===== src/rtl/rwcs_pkg.sv =====
package rwcs_pkg;

    localparam int SCREEN_HEIGHT = 512;
    localparam int HALF_H        = SCREEN_HEIGHT / 2;
    localparam int ROW_W         = 9;
    localparam int LH_NUM        = SCREEN_HEIGHT * 65536;
    localparam int LH_W          = 26;
    localparam int HALF_W        = LH_W - 1;

    localparam int DIV_NUM_W  = 28;
    localparam int DIV_DEN_W  = 32;
    localparam int DIV_STEP   = 2;
    localparam int DIV_STAGES = DIV_NUM_W / DIV_STEP;

    localparam int TEX_LAT = 4;
    localparam int TW_W    = 11;
    localparam int TX_W    = 10;
    localparam int FRAC_W  = 16;

endpackage


===== src/rtl/rwcs_tex.sv =====
module rwcs_tex
    import rwcs_pkg::*;
(
    input  logic              clk,
    input  logic              en,
    input  logic [31:0]       wall_dist,
    input  logic [31:0]       dir,
    input  logic [FRAC_W-1:0] cam_frac,
    input  logic [TW_W-1:0]   tex_width,
    input  logic              mirror,
    output logic [TX_W-1:0]   tex_col
);

    logic [FRAC_W-1:0]      prod_reg;
    logic [FRAC_W-1:0]      cam_reg;
    logic [TW_W-1:0]        tw1_reg;
    logic [TW_W-1:0]        tw2_reg;
    logic [TW_W-1:0]        tw3_reg;
    logic                   mir1_reg;
    logic                   mir2_reg;
    logic                   mir3_reg;
    logic [FRAC_W-1:0]      frac_reg;
    logic [TW_W+FRAC_W-1:0] scaled_reg;
    logic [TW_W-1:0]        tx_reg;

    logic [31:0]            prod_next;
    logic [TW_W-1:0]        tx_next;

    // low product bits are the same for signed and unsigned operands
    assign prod_next = wall_dist * dir;

    always_comb
    begin
        if (mir3_reg)
            tx_next = tw3_reg - scaled_reg[TW_W+FRAC_W-1:FRAC_W] - TW_W'(1);
        else
            tx_next = scaled_reg[TW_W+FRAC_W-1:FRAC_W];
    end

    always_ff @(posedge clk)
    begin
        if (en)
        begin
            prod_reg   <= prod_next[31:16];
            cam_reg    <= cam_frac;
            tw1_reg    <= tex_width;
            mir1_reg   <= mirror;
            frac_reg   <= prod_reg + cam_reg;
            tw2_reg    <= tw1_reg;
            mir2_reg   <= mir1_reg;
            scaled_reg <= frac_reg * tw2_reg;
            tw3_reg    <= tw2_reg;
            mir3_reg   <= mir2_reg;
            tx_reg     <= tx_next;
        end
    end

    assign tex_col = tx_reg[TX_W-1:0];

endmodule


===== config.mk =====
export PLATFORM = sky130hd
export DESIGN_NAME = rwcs_tex
export DESIGN_NICKNAME = d
export VERILOG_FILES = /design/src/rtl/rwcs_pkg.sv /design/src/rtl/rwcs_tex.sv
export SDC_FILE = /design/constraint.sdc
export NUM_CORES = 2
export LEC_CHECK = 0
export ABC_AREA = 1
export BUFFER_PORTS_ARGS = -buffer_cell sky130_fd_sc_hd__buf_4
export CAP_MARGIN = 0
export CELL_PAD_IN_SITES_DETAIL_PLACEMENT = 1
export CELL_PAD_IN_SITES_GLOBAL_PLACEMENT = 1
export CORE_MARGIN = 2
export CORE_UTILIZATION = 30
export CTS_BUF_LIST = sky130_fd_sc_hd__clkbuf_8
export CTS_CLUSTER_DIAMETER = 120
export DETAILED_ROUTE_END_ITERATION = 8
export PLACE_DENSITY = 0.6
export SYNTH_ARGS = -nofsm -noshare
export SYNTH_HDL_FRONTEND = slang
export SYNTH_SLANG_ARGS = --single-unit
export TNS_END_PERCENT = 50

===== constraint.sdc =====
create_clock -name clk -period 7.8 [get_ports clk]
set_clock_uncertainty 0.05 [all_clocks]
set_input_delay 0 -clock clk [delete_from_list [all_inputs] [get_ports clk]]
set_output_delay 0 -clock clk [all_outputs]
set_load 0.02 [all_outputs]

==> qor.txt <==
Status -> complete, no violations
CP Class -> in -> reg
Hold Path Class -> in -> reg
Most frequent cell after synthesis -> inv_1
Clk slew on worst S/H paths -> 0.11 ns
DP HPWL -> 65.21 mm
Worst Path Buf+Inv -> 4
Die ar. -> 90270 um2
Sink Count -> 103
CP dominant cell by count -> fa_1
Num CTS Buffers -> 9
Vias in the first global route -> 22430
Leading area contributor after synthesis -> fa_1
Setup slack, reg-to-reg -> 2.12 ns
Total track usage -> 18.31%
Die width -> 300.4 um
Post-synth EDFFs -> 103
Drt via density -> 4.444
Post-Synthesis Cells -> 3283
Synth Area in XOR/XNOR -> 2.259%
Critical-path maximum fanout -> 30
Dpl cell area -> 28040 um2
Top FF cell, synth -> edfxtp_1
Fin area -> 28540 um2
Synth area leaders -> fa_1 (40%), inv_1 (14%), nand2_1 (13%), edfxtp_1 (12%), ha_1 (9.6%)
Syn-to-layout area delta -> 8.253%
Post-synthesis mux area share -> 0%
R2R depth -> 16
# rows -> 108
Number of remaining DRC errors -> 0
Final TNS setup -> 0 ns
Global-route wire length before repair -> 127.2 mm
Final setup margin -> 1.546 ns
CTS root buf -> clkbuf_8
Final setup viols -> 0
Pin count of the biggest net entering global routing -> 71
Simple-gate share of the synthesized area -> 15.98%
Hold path cells -> 2
Worst Setup SP -> dir[2]
Synth warnings -> 0
Yosys reg bits -> 103
Total grt overflow -> 0
Core box area -> 86890 um2
Cts repair resizes -> 0
CP required -> 7.93 ns
Adder-cell share of the synthesized area -> 50.03%
Unique cell type count in the Yosys netlist -> 44
Compound-Gate Fraction of Synth Area -> 3.602%
Port-buffer cells -> 103
Pre-CTS setup slack -> 1.034 ns
Initial Util -> 30.34%
Worst slew margin -> 34.30%
Crit path cell chain -> buf_4, nand2_1, fa_1, fa_1, fa_1, fa_1, inv_1, fa_1, fa_1, inv_1, fa_1, fa_1, inv_1, ha_1, a21oi_1, o21ai_0, a21oi_1, a21boi_0, nand2_1, nand2_1, nand2_1, nand3_1, nand2_1
Reg2reg end -> scaled_reg[22]
Die Y -> 300.4 um
Drt wl/cell -> 17.71 um
Clock buffer depth -> 2
Worst EP arrival -> 6.38 ns
Period utilization -> 80.17%
CP Capture Type -> register
Mapped Area -> 26360 um2
Vias -> 19800
Antenna violations before repair -> 1
Synth top cells by count -> inv_1 (987), nand2_1 (933), fa_1 (532)
Final Hold Fails -> 0
Layout cell share with drive strength beyond 1 -> 4.274%
Htree depth -> 3
Total I/O pin count -> 104
FF-to-FF Start -> tw2_reg[3]
Hold EP -> cam_reg[6]
Post-DRT Antenna Nets -> 0
Largest family of logic cells by synthesized area -> adder cells
RePlAce Congestion -> 0.8408
CP max stage cell -> fa_1
Crit path launch type -> input port
DR pass1 iterations -> 5
Peak per-stage delay on the critical path -> 0.58 ns
Unrepaired setup endpoints after global routing -> no
Sequential-to-total area share from yosys stat -> 11.73%
Worst slew pin tran -> 0.9855 ns
Async S/R FF share, synth -> 0%
Minimum clock period -> 6.254 ns
Max Freq -> 159.9 MHz
Syn_nets -> 4112
Number of max-cap violations -> 0
CTS tree -> done
DRT Wirelength -> 78.92 mm
Top Family by Delay on Critical Path -> adder cells
Final slew viol count -> 0
Initial DRC count -> 782
Post-synth top area share -> 40.40%
Final net count -> 4123
Avg Synthesized Cell Area -> 8.030 um2
HP Start -> cam_frac[6]
Worst-Skew Late Latency -> 0.41 ns
[metal layers]
layer	routed length [um]	share of wire [%]	global-route usage [%]	up-vias
li1	-	-	-	9366
met1	35330	45	23.67	10120
met2	39930	51	33.32	263
met3	1914	2.4	1.270	56
met4	1738	2.2	4.095	0
met5	0	0	0	-
[stage by stage]
stage / util, % / instances / hold WS [ns]
after floorplan: - / 3283 / 0.04887
after global routing: 32.84 / 4454 / 0.2320
after detailed placement: 32.27 / 4409 / 0.1298
final: 32.85 / 4456 / 0.2572
after global placement: 32.27 / 4409 / 0.1285
after CTS: 32.84 / 4454 / 0.2183
[placed cells by master, fill, tap and decap left out, drive strengths merged, types with 8 or more instances in the layout]
cell	n
nand3b	10
edfxtp	103
dlygate4sd3	29
a21oi	87
o21ai	52
buf	110
clkbuf	9
nand2	939
nand4	13
nor3	8
xnor2	25
fa	532
xor2	43
nor2	52
ha	203
nand3	45
inv	996
[cell type report]
cell class | count | area, um2
Clock buffer | 9 | 123.9
Fill cell | 10520 | 58350
Tap cell | 1155 | 1445
Timing Repair Buffer | 139 | 1116
Multi-Input combinational cell | 2048 | 18950
Antenna cell | 2 | 5.005
Sequential cell | 103 | 3093
Inverter | 993 | 3727
Clock inverter | 7 | 80.08
[kinds of logic after synthesis]
logic type      count (synthesis)
simple gates                 1073
xor+xnor                       68
flops                         103
compound gates                172
buf+inv                      1132
fa+ha+maj                     735
[worst max-delay path by stage]
stage | slack, ns | endpoint | cells past startpoint
6_report | 1.55 | prod_reg[15] | 23
5_1_grt | 1.21 | prod_reg[15] | 24
4_1_cts | 1.52 | prod_reg[15] | 23
3_5_place_dp | 1.03 | prod_reg[15] | 23
3_3_place_gp | 1.14 | prod_reg[15] | 24
2_1_floorplan | 1.59 | prod_reg[11] | 22
[what timing repair did]
action                     in CTS  in global routing
setup endpoints to repair       0                  0
hold buffers                   29                  0
setup buffers                   0                  0
hold endpoints to repair       61                  0
Power is not shown: default switching activity piles up to over one toggle a cycle in this logic, so the estimate is an artifact.
