**config.mk**
```make
export PLATFORM = sky130hd
export DESIGN_NAME = rwcs_div
export DESIGN_NICKNAME = d
export VERILOG_FILES = /design/src/rtl/rwcs_pkg.sv /design/src/rtl/rwcs_div.sv
export SDC_FILE = /design/constraint.sdc
export NUM_CORES = 2
export LEC_CHECK = 0
export BUFFER_PORTS_ARGS = -buffer_cell sky130_fd_sc_hd__buf_4
export CAP_MARGIN = 15
export CORE_ASPECT_RATIO = 1.25
export CORE_MARGIN = 4
export CORE_UTILIZATION = 40
export CTS_CLUSTER_SIZE = 28
export DETAILED_ROUTE_END_ITERATION = 10
export PLACE_DENSITY_LB_ADDON = 0.08
export SLEW_MARGIN = 10
export SYNTH_ARGS = -nofsm -noshare
export SYNTH_HDL_FRONTEND = slang
export SYNTH_SLANG_ARGS = --single-unit
```
**constraint.sdc**
```tcl
create_clock -name clk -period 6.8 [get_ports clk]
set_input_delay 0.68 -clock clk [delete_from_list [all_inputs] [get_ports clk]]
set_output_delay 0.68 -clock clk [all_outputs]
set_load 0.02 [all_outputs]
```
**src/rtl/rwcs_pkg.sv**
```systemverilog
package rwcs_pkg;

    localparam int SCREEN_HEIGHT = 512;
    localparam int HALF_H        = SCREEN_HEIGHT / 2;
    localparam int ROW_W         = 9;
    localparam int LH_NUM        = SCREEN_HEIGHT * 65536;
    localparam int LH_W          = 26;
    localparam int HALF_W        = LH_W - 1;

    localparam int DIV_NUM_W  = 28;
    localparam int DIV_DEN_W  = 32;
    localparam int DIV_STEP   = 2;
    localparam int DIV_STAGES = DIV_NUM_W / DIV_STEP;

    localparam int TEX_LAT = 4;
    localparam int TW_W    = 11;
    localparam int TX_W    = 10;
    localparam int FRAC_W  = 16;

endpackage

```
**src/rtl/rwcs_div.sv**
```systemverilog
module rwcs_div
    import rwcs_pkg::*;
(
    input  logic                 clk,
    input  logic                 en,
    input  logic [DIV_NUM_W-1:0] num,
    input  logic [DIV_DEN_W-1:0] den,
    output logic [DIV_NUM_W-1:0] quo
);

    logic [DIV_DEN_W-1:0] rem_reg [DIV_STAGES];
    logic [DIV_DEN_W-1:0] den_reg [DIV_STAGES];
    logic [DIV_NUM_W-1:0] num_reg [DIV_STAGES];
    logic [DIV_NUM_W-1:0] quo_reg [DIV_STAGES];

    genvar s;
    generate
        for (s = 0; s < DIV_STAGES; s++)
        begin : g_stage
            logic [DIV_DEN_W-1:0] rem_in;
            logic [DIV_DEN_W-1:0] den_in;
            logic [DIV_NUM_W-1:0] num_in;
            logic [DIV_NUM_W-1:0] quo_in;
            logic [DIV_DEN_W-1:0] rem_next;
            logic [DIV_NUM_W-1:0] num_next;
            logic [DIV_NUM_W-1:0] quo_next;

            if (s == 0)
            begin : g_first
                assign rem_in = '0;
                assign den_in = den;
                assign num_in = num;
                assign quo_in = '0;
            end
            else
            begin : g_rest
                assign rem_in = rem_reg[s-1];
                assign den_in = den_reg[s-1];
                assign num_in = num_reg[s-1];
                assign quo_in = quo_reg[s-1];
            end

            // restoring division, DIV_STEP (2) quotient bits per stage
            always_comb
            begin
                logic [DIV_DEN_W:0] trial;
                rem_next = rem_in;
                num_next = num_in;
                quo_next = quo_in;
                trial    = '0;
                for (int b = 0; b < DIV_STEP; b++)
                begin
                    trial    = {rem_next, num_next[DIV_NUM_W-1]};
                    num_next = {num_next[DIV_NUM_W-2:0], 1'b0};
                    if (trial >= {1'b0, den_in})
                    begin
                        trial    = trial - {1'b0, den_in};
                        quo_next = {quo_next[DIV_NUM_W-2:0], 1'b1};
                    end
                    else
                    begin
                        quo_next = {quo_next[DIV_NUM_W-2:0], 1'b0};
                    end
                    rem_next = trial[DIV_DEN_W-1:0];
                end
            end

            always_ff @(posedge clk)
            begin
                if (en)
                begin
                    rem_reg[s] <= rem_next;
                    den_reg[s] <= den_in;
                    num_reg[s] <= num_next;
                    quo_reg[s] <= quo_next;
                end
            end
        end
    endgenerate

    assign quo = quo_reg[DIV_STAGES-1];

endmodule

```
==> results by group <==
Global route
  • Largest net degree at the start of global routing: 151
  • Met3 Use GR: 0.0214
  • Initial antenna violation count: 7
  • Global-route wire length before repair: 417 mm
  • Busiest layer in global routing: met2
  • Met2 Track Usage GR: 0.463
  • Grt total ovfl: 0
  • Met1 GRT Util: 0.248
  • Gr usage total: 0.237
  • Vias in the first global route: 69,200

Finish
  • Area growth from synthesis to layout: 15.1%
  • Final Net Count: 10,300
  • Non-filler cells, final: 12,400
  • Ratio of cells with drive above 1 in the final layout: 0.151

Floorplan
  • Std-Cell Rows: 192
  • Core Footprint: 0.220 mm2
  • Initial Util: 0.403
  • Die ar.: 0.229 mm2
  • Die height: 534 um
  • Ports: 90
  • Die Wd: 429 um

Synth
  • FFs w/ async S/R, synth: 0
  • Cell taking the most area after synthesis: edfxtp_1
  • Library cells used by synthesis: 94
  • Synth Flop Type: edfxtp_1
  • Synth area leaders: edfxtp_1 42%, ha_1 12%, mux2_2 5.6%, xnor2_1 4.4%, a21oi_1 4.0%
  • Most frequent cell after synthesis: edfxtp_1
  • Mapped cell area: 0.0885 mm2
  • Synth Net Count: 9,679
  • Sequential fraction of the synthesis area: 0.415
  • Synth Area per Inst: slightly above 10 um2
  • Flops & latches, synth: approximately 1,200
  • Post-synth top area share: 0.415
  • Synth top cells by count: 1,224 x edfxtp_1, 866 x ha_1, 709 x a21oi_1, 676 x inv_1, 628 x nand2_1
  • Number of synthesized flops with an enable pin: around 1,200
  • Yosys warning count: 0
  • Syn Inst Count: 8,725

Critical path
  • Critical path type: register to register
  • Req. time, crit path: 7320 ps
  • CP Data Arrival Time: between 7000 and 8000 ps
  • Critical Path Fanout Max: 28
  • Crit-path slowest cell: edfxtp_1
  • CP max stage delay: 500 ps
  • Delay-heaviest family, CP: compound AO/OA/AOI/OAI gates
  • Crit. End Element: register
  • Startpoint Class: register
  • Buf+Inv Stages, Crit Path: 4

Timing
  • Hold Fails Final Rpt: 0
  • Final worst path period need: 6570 ps
  • Tightest Pin Transition: 983 ps
  • Max-slew violations: 0
  • Worst Skew: 43.7 ps
  • Tcrit/Tclk final: 0.967
  • Hold Worst Slack: 71.8 ps
  • Setup TNS: 0 ps
  • Headroom to the max-slew limit: 0.345
  • Fmax: 152 MHz
  • Final setup fails: 0

Job
  • Max Cap Viol: 0

Min path
  • Hold crit path type: input pin to register

Placed design
  • Gpl congestion: approximately 0.92
  • Count of input and output buffers: 89
  • Detailed-placement wirelength estimate: 229 mm
  • Dpl cells: 12,000

CTS
  • Clk buf depth: 4
  • CTS sink cnt: 1,224
  • Clock slew at reported path FFs: 60 ps
  • Clock Latency Late Sink: 820 ps
  • Root Buffer Master: clkbuf_16
  • CTS buffer count: 152
  • H-tree depth: 4
  • TritonCTS clock tree: built

Detailed routing
  • DR vias/cell: 5.55
  • Wire length per cell: 22.8 um
  • Routed via count: 68,500
  • Drt initial violations: 3,791
  • Post-Route WL: 281 mm
  • First-pass detailed-route iteration total: 5
  • # DRC: 0
  • DRT antenna net count: 0

Run status
  • Status: completed
-- metrics by stage --
step / setup slack, ps / util / instance area (um2)
2_1_floorplan: 240 / - / 88500
3_3_place_gp: -106 / 0.438 / 96100
3_5_place_dp: -101 / 0.438 / 96100
4_1_cts: 16.3 / 0.461 / 101000
5_1_grt: -12.6 / 0.464 / 102000
6_report: 227 / 0.464 / 102000
-- cell type report --
cell class	count	area [um2]
Antenna cell	6	15.0
Clock buffer	170	3940
Clock inverter	87	836
Fill cell	20800	118000
Inverter	683	2570
Multi-Input combinational cell	6627	48800
Sequential cell	1224	36800
Tap cell	2910	3640
Timing Repair Buffer	644	5250
-- final timing paths --
kind / slack (ps) / startpoint / cells past startpoint / endpoint
min reg2reg: 400 / quo_reg[1][92] / 0 / quo_reg[1][122]
min: 70 / den[17] / 1 / den_reg[0][17]
max reg2reg: 230 / den_reg[0][161] / 25 / rem_reg[0][211]
max: 230 / den_reg[0][161] / 25 / rem_reg[0][211]
-- worst register-to-register path, delay by kind of cell (launching register included) --
family | cells | cell delay, ps
muxes | 1 | 410
buffers and inverters | 4 | 740
DFF | 1 | 500
AOI/OAI and AO/OA | 13 | 3330
and+or+nand+nor | 5 | 680
adders and majority gates | 2 | 620
-- kinds of logic after synthesis --
family,after synthesis,share of synthesized area
AO/OA/AOI/OAI,2496,0.179
AND/OR/NAND/NOR,2086,0.112
flip-flops,1224,0.415
adder cells (fa/ha/maj),892,0.128
buffers and inverters,876,0.0376
XOR/XNOR,676,0.0669
multiplexers,475,0.0604
-- cells in the final DEF, fill, tap and decap left out, types with 19 or more instances in the layout --
cell and n:
a211o_1 30, a211oi_1 76, a21boi_0 22, a21o_1 381, a21oi_1 700, a221oi_1 19, a31oi_1 75, and2_1 64
and3_1 60, and4_1 23, buf_12 22, buf_4 581, clkbuf_16 156, clkinv_1 26, dlygate4sd3_1 37, edfxtp_1 1224
fa_1 26, ha_1 864, inv_1 675, mux2_2 439, mux2i_1 28, nand2_1 627, nand2b_1 74, nand3_1 196
nand4_1 117, nor2_1 516, nor2b_1 76, nor3_1 154, nor4_1 38, o211ai_1 61, o21a_1 114, o21ai_0 558
o21ai_1 26, o21bai_1 95, o31a_1 27, o31ai_1 50, or2_2 39, or3_1 39, xnor2_1 442, xor2_1 234
-- routing by layer --
layer  up-vias  part of all wire
met2      1270              0.54
met4         0             0.063
met1     33000              0.37
met5         -                 0
li1      33700                 -
met3       527             0.026
-- repair_timing --
action / CTS / global route
resized for setup: 5 / 81
hold buffers: 37 / 0
pin swaps: 0 / 11
endpoints found under the setup margin: 18 / 335
setup buffers: 0 / 22
cloned: 0 / 3
hold endpoints to repair: 37 / 0
Power is not shown: default switching activity piles up to over one toggle a cycle in this logic, so the estimate is an artifact.
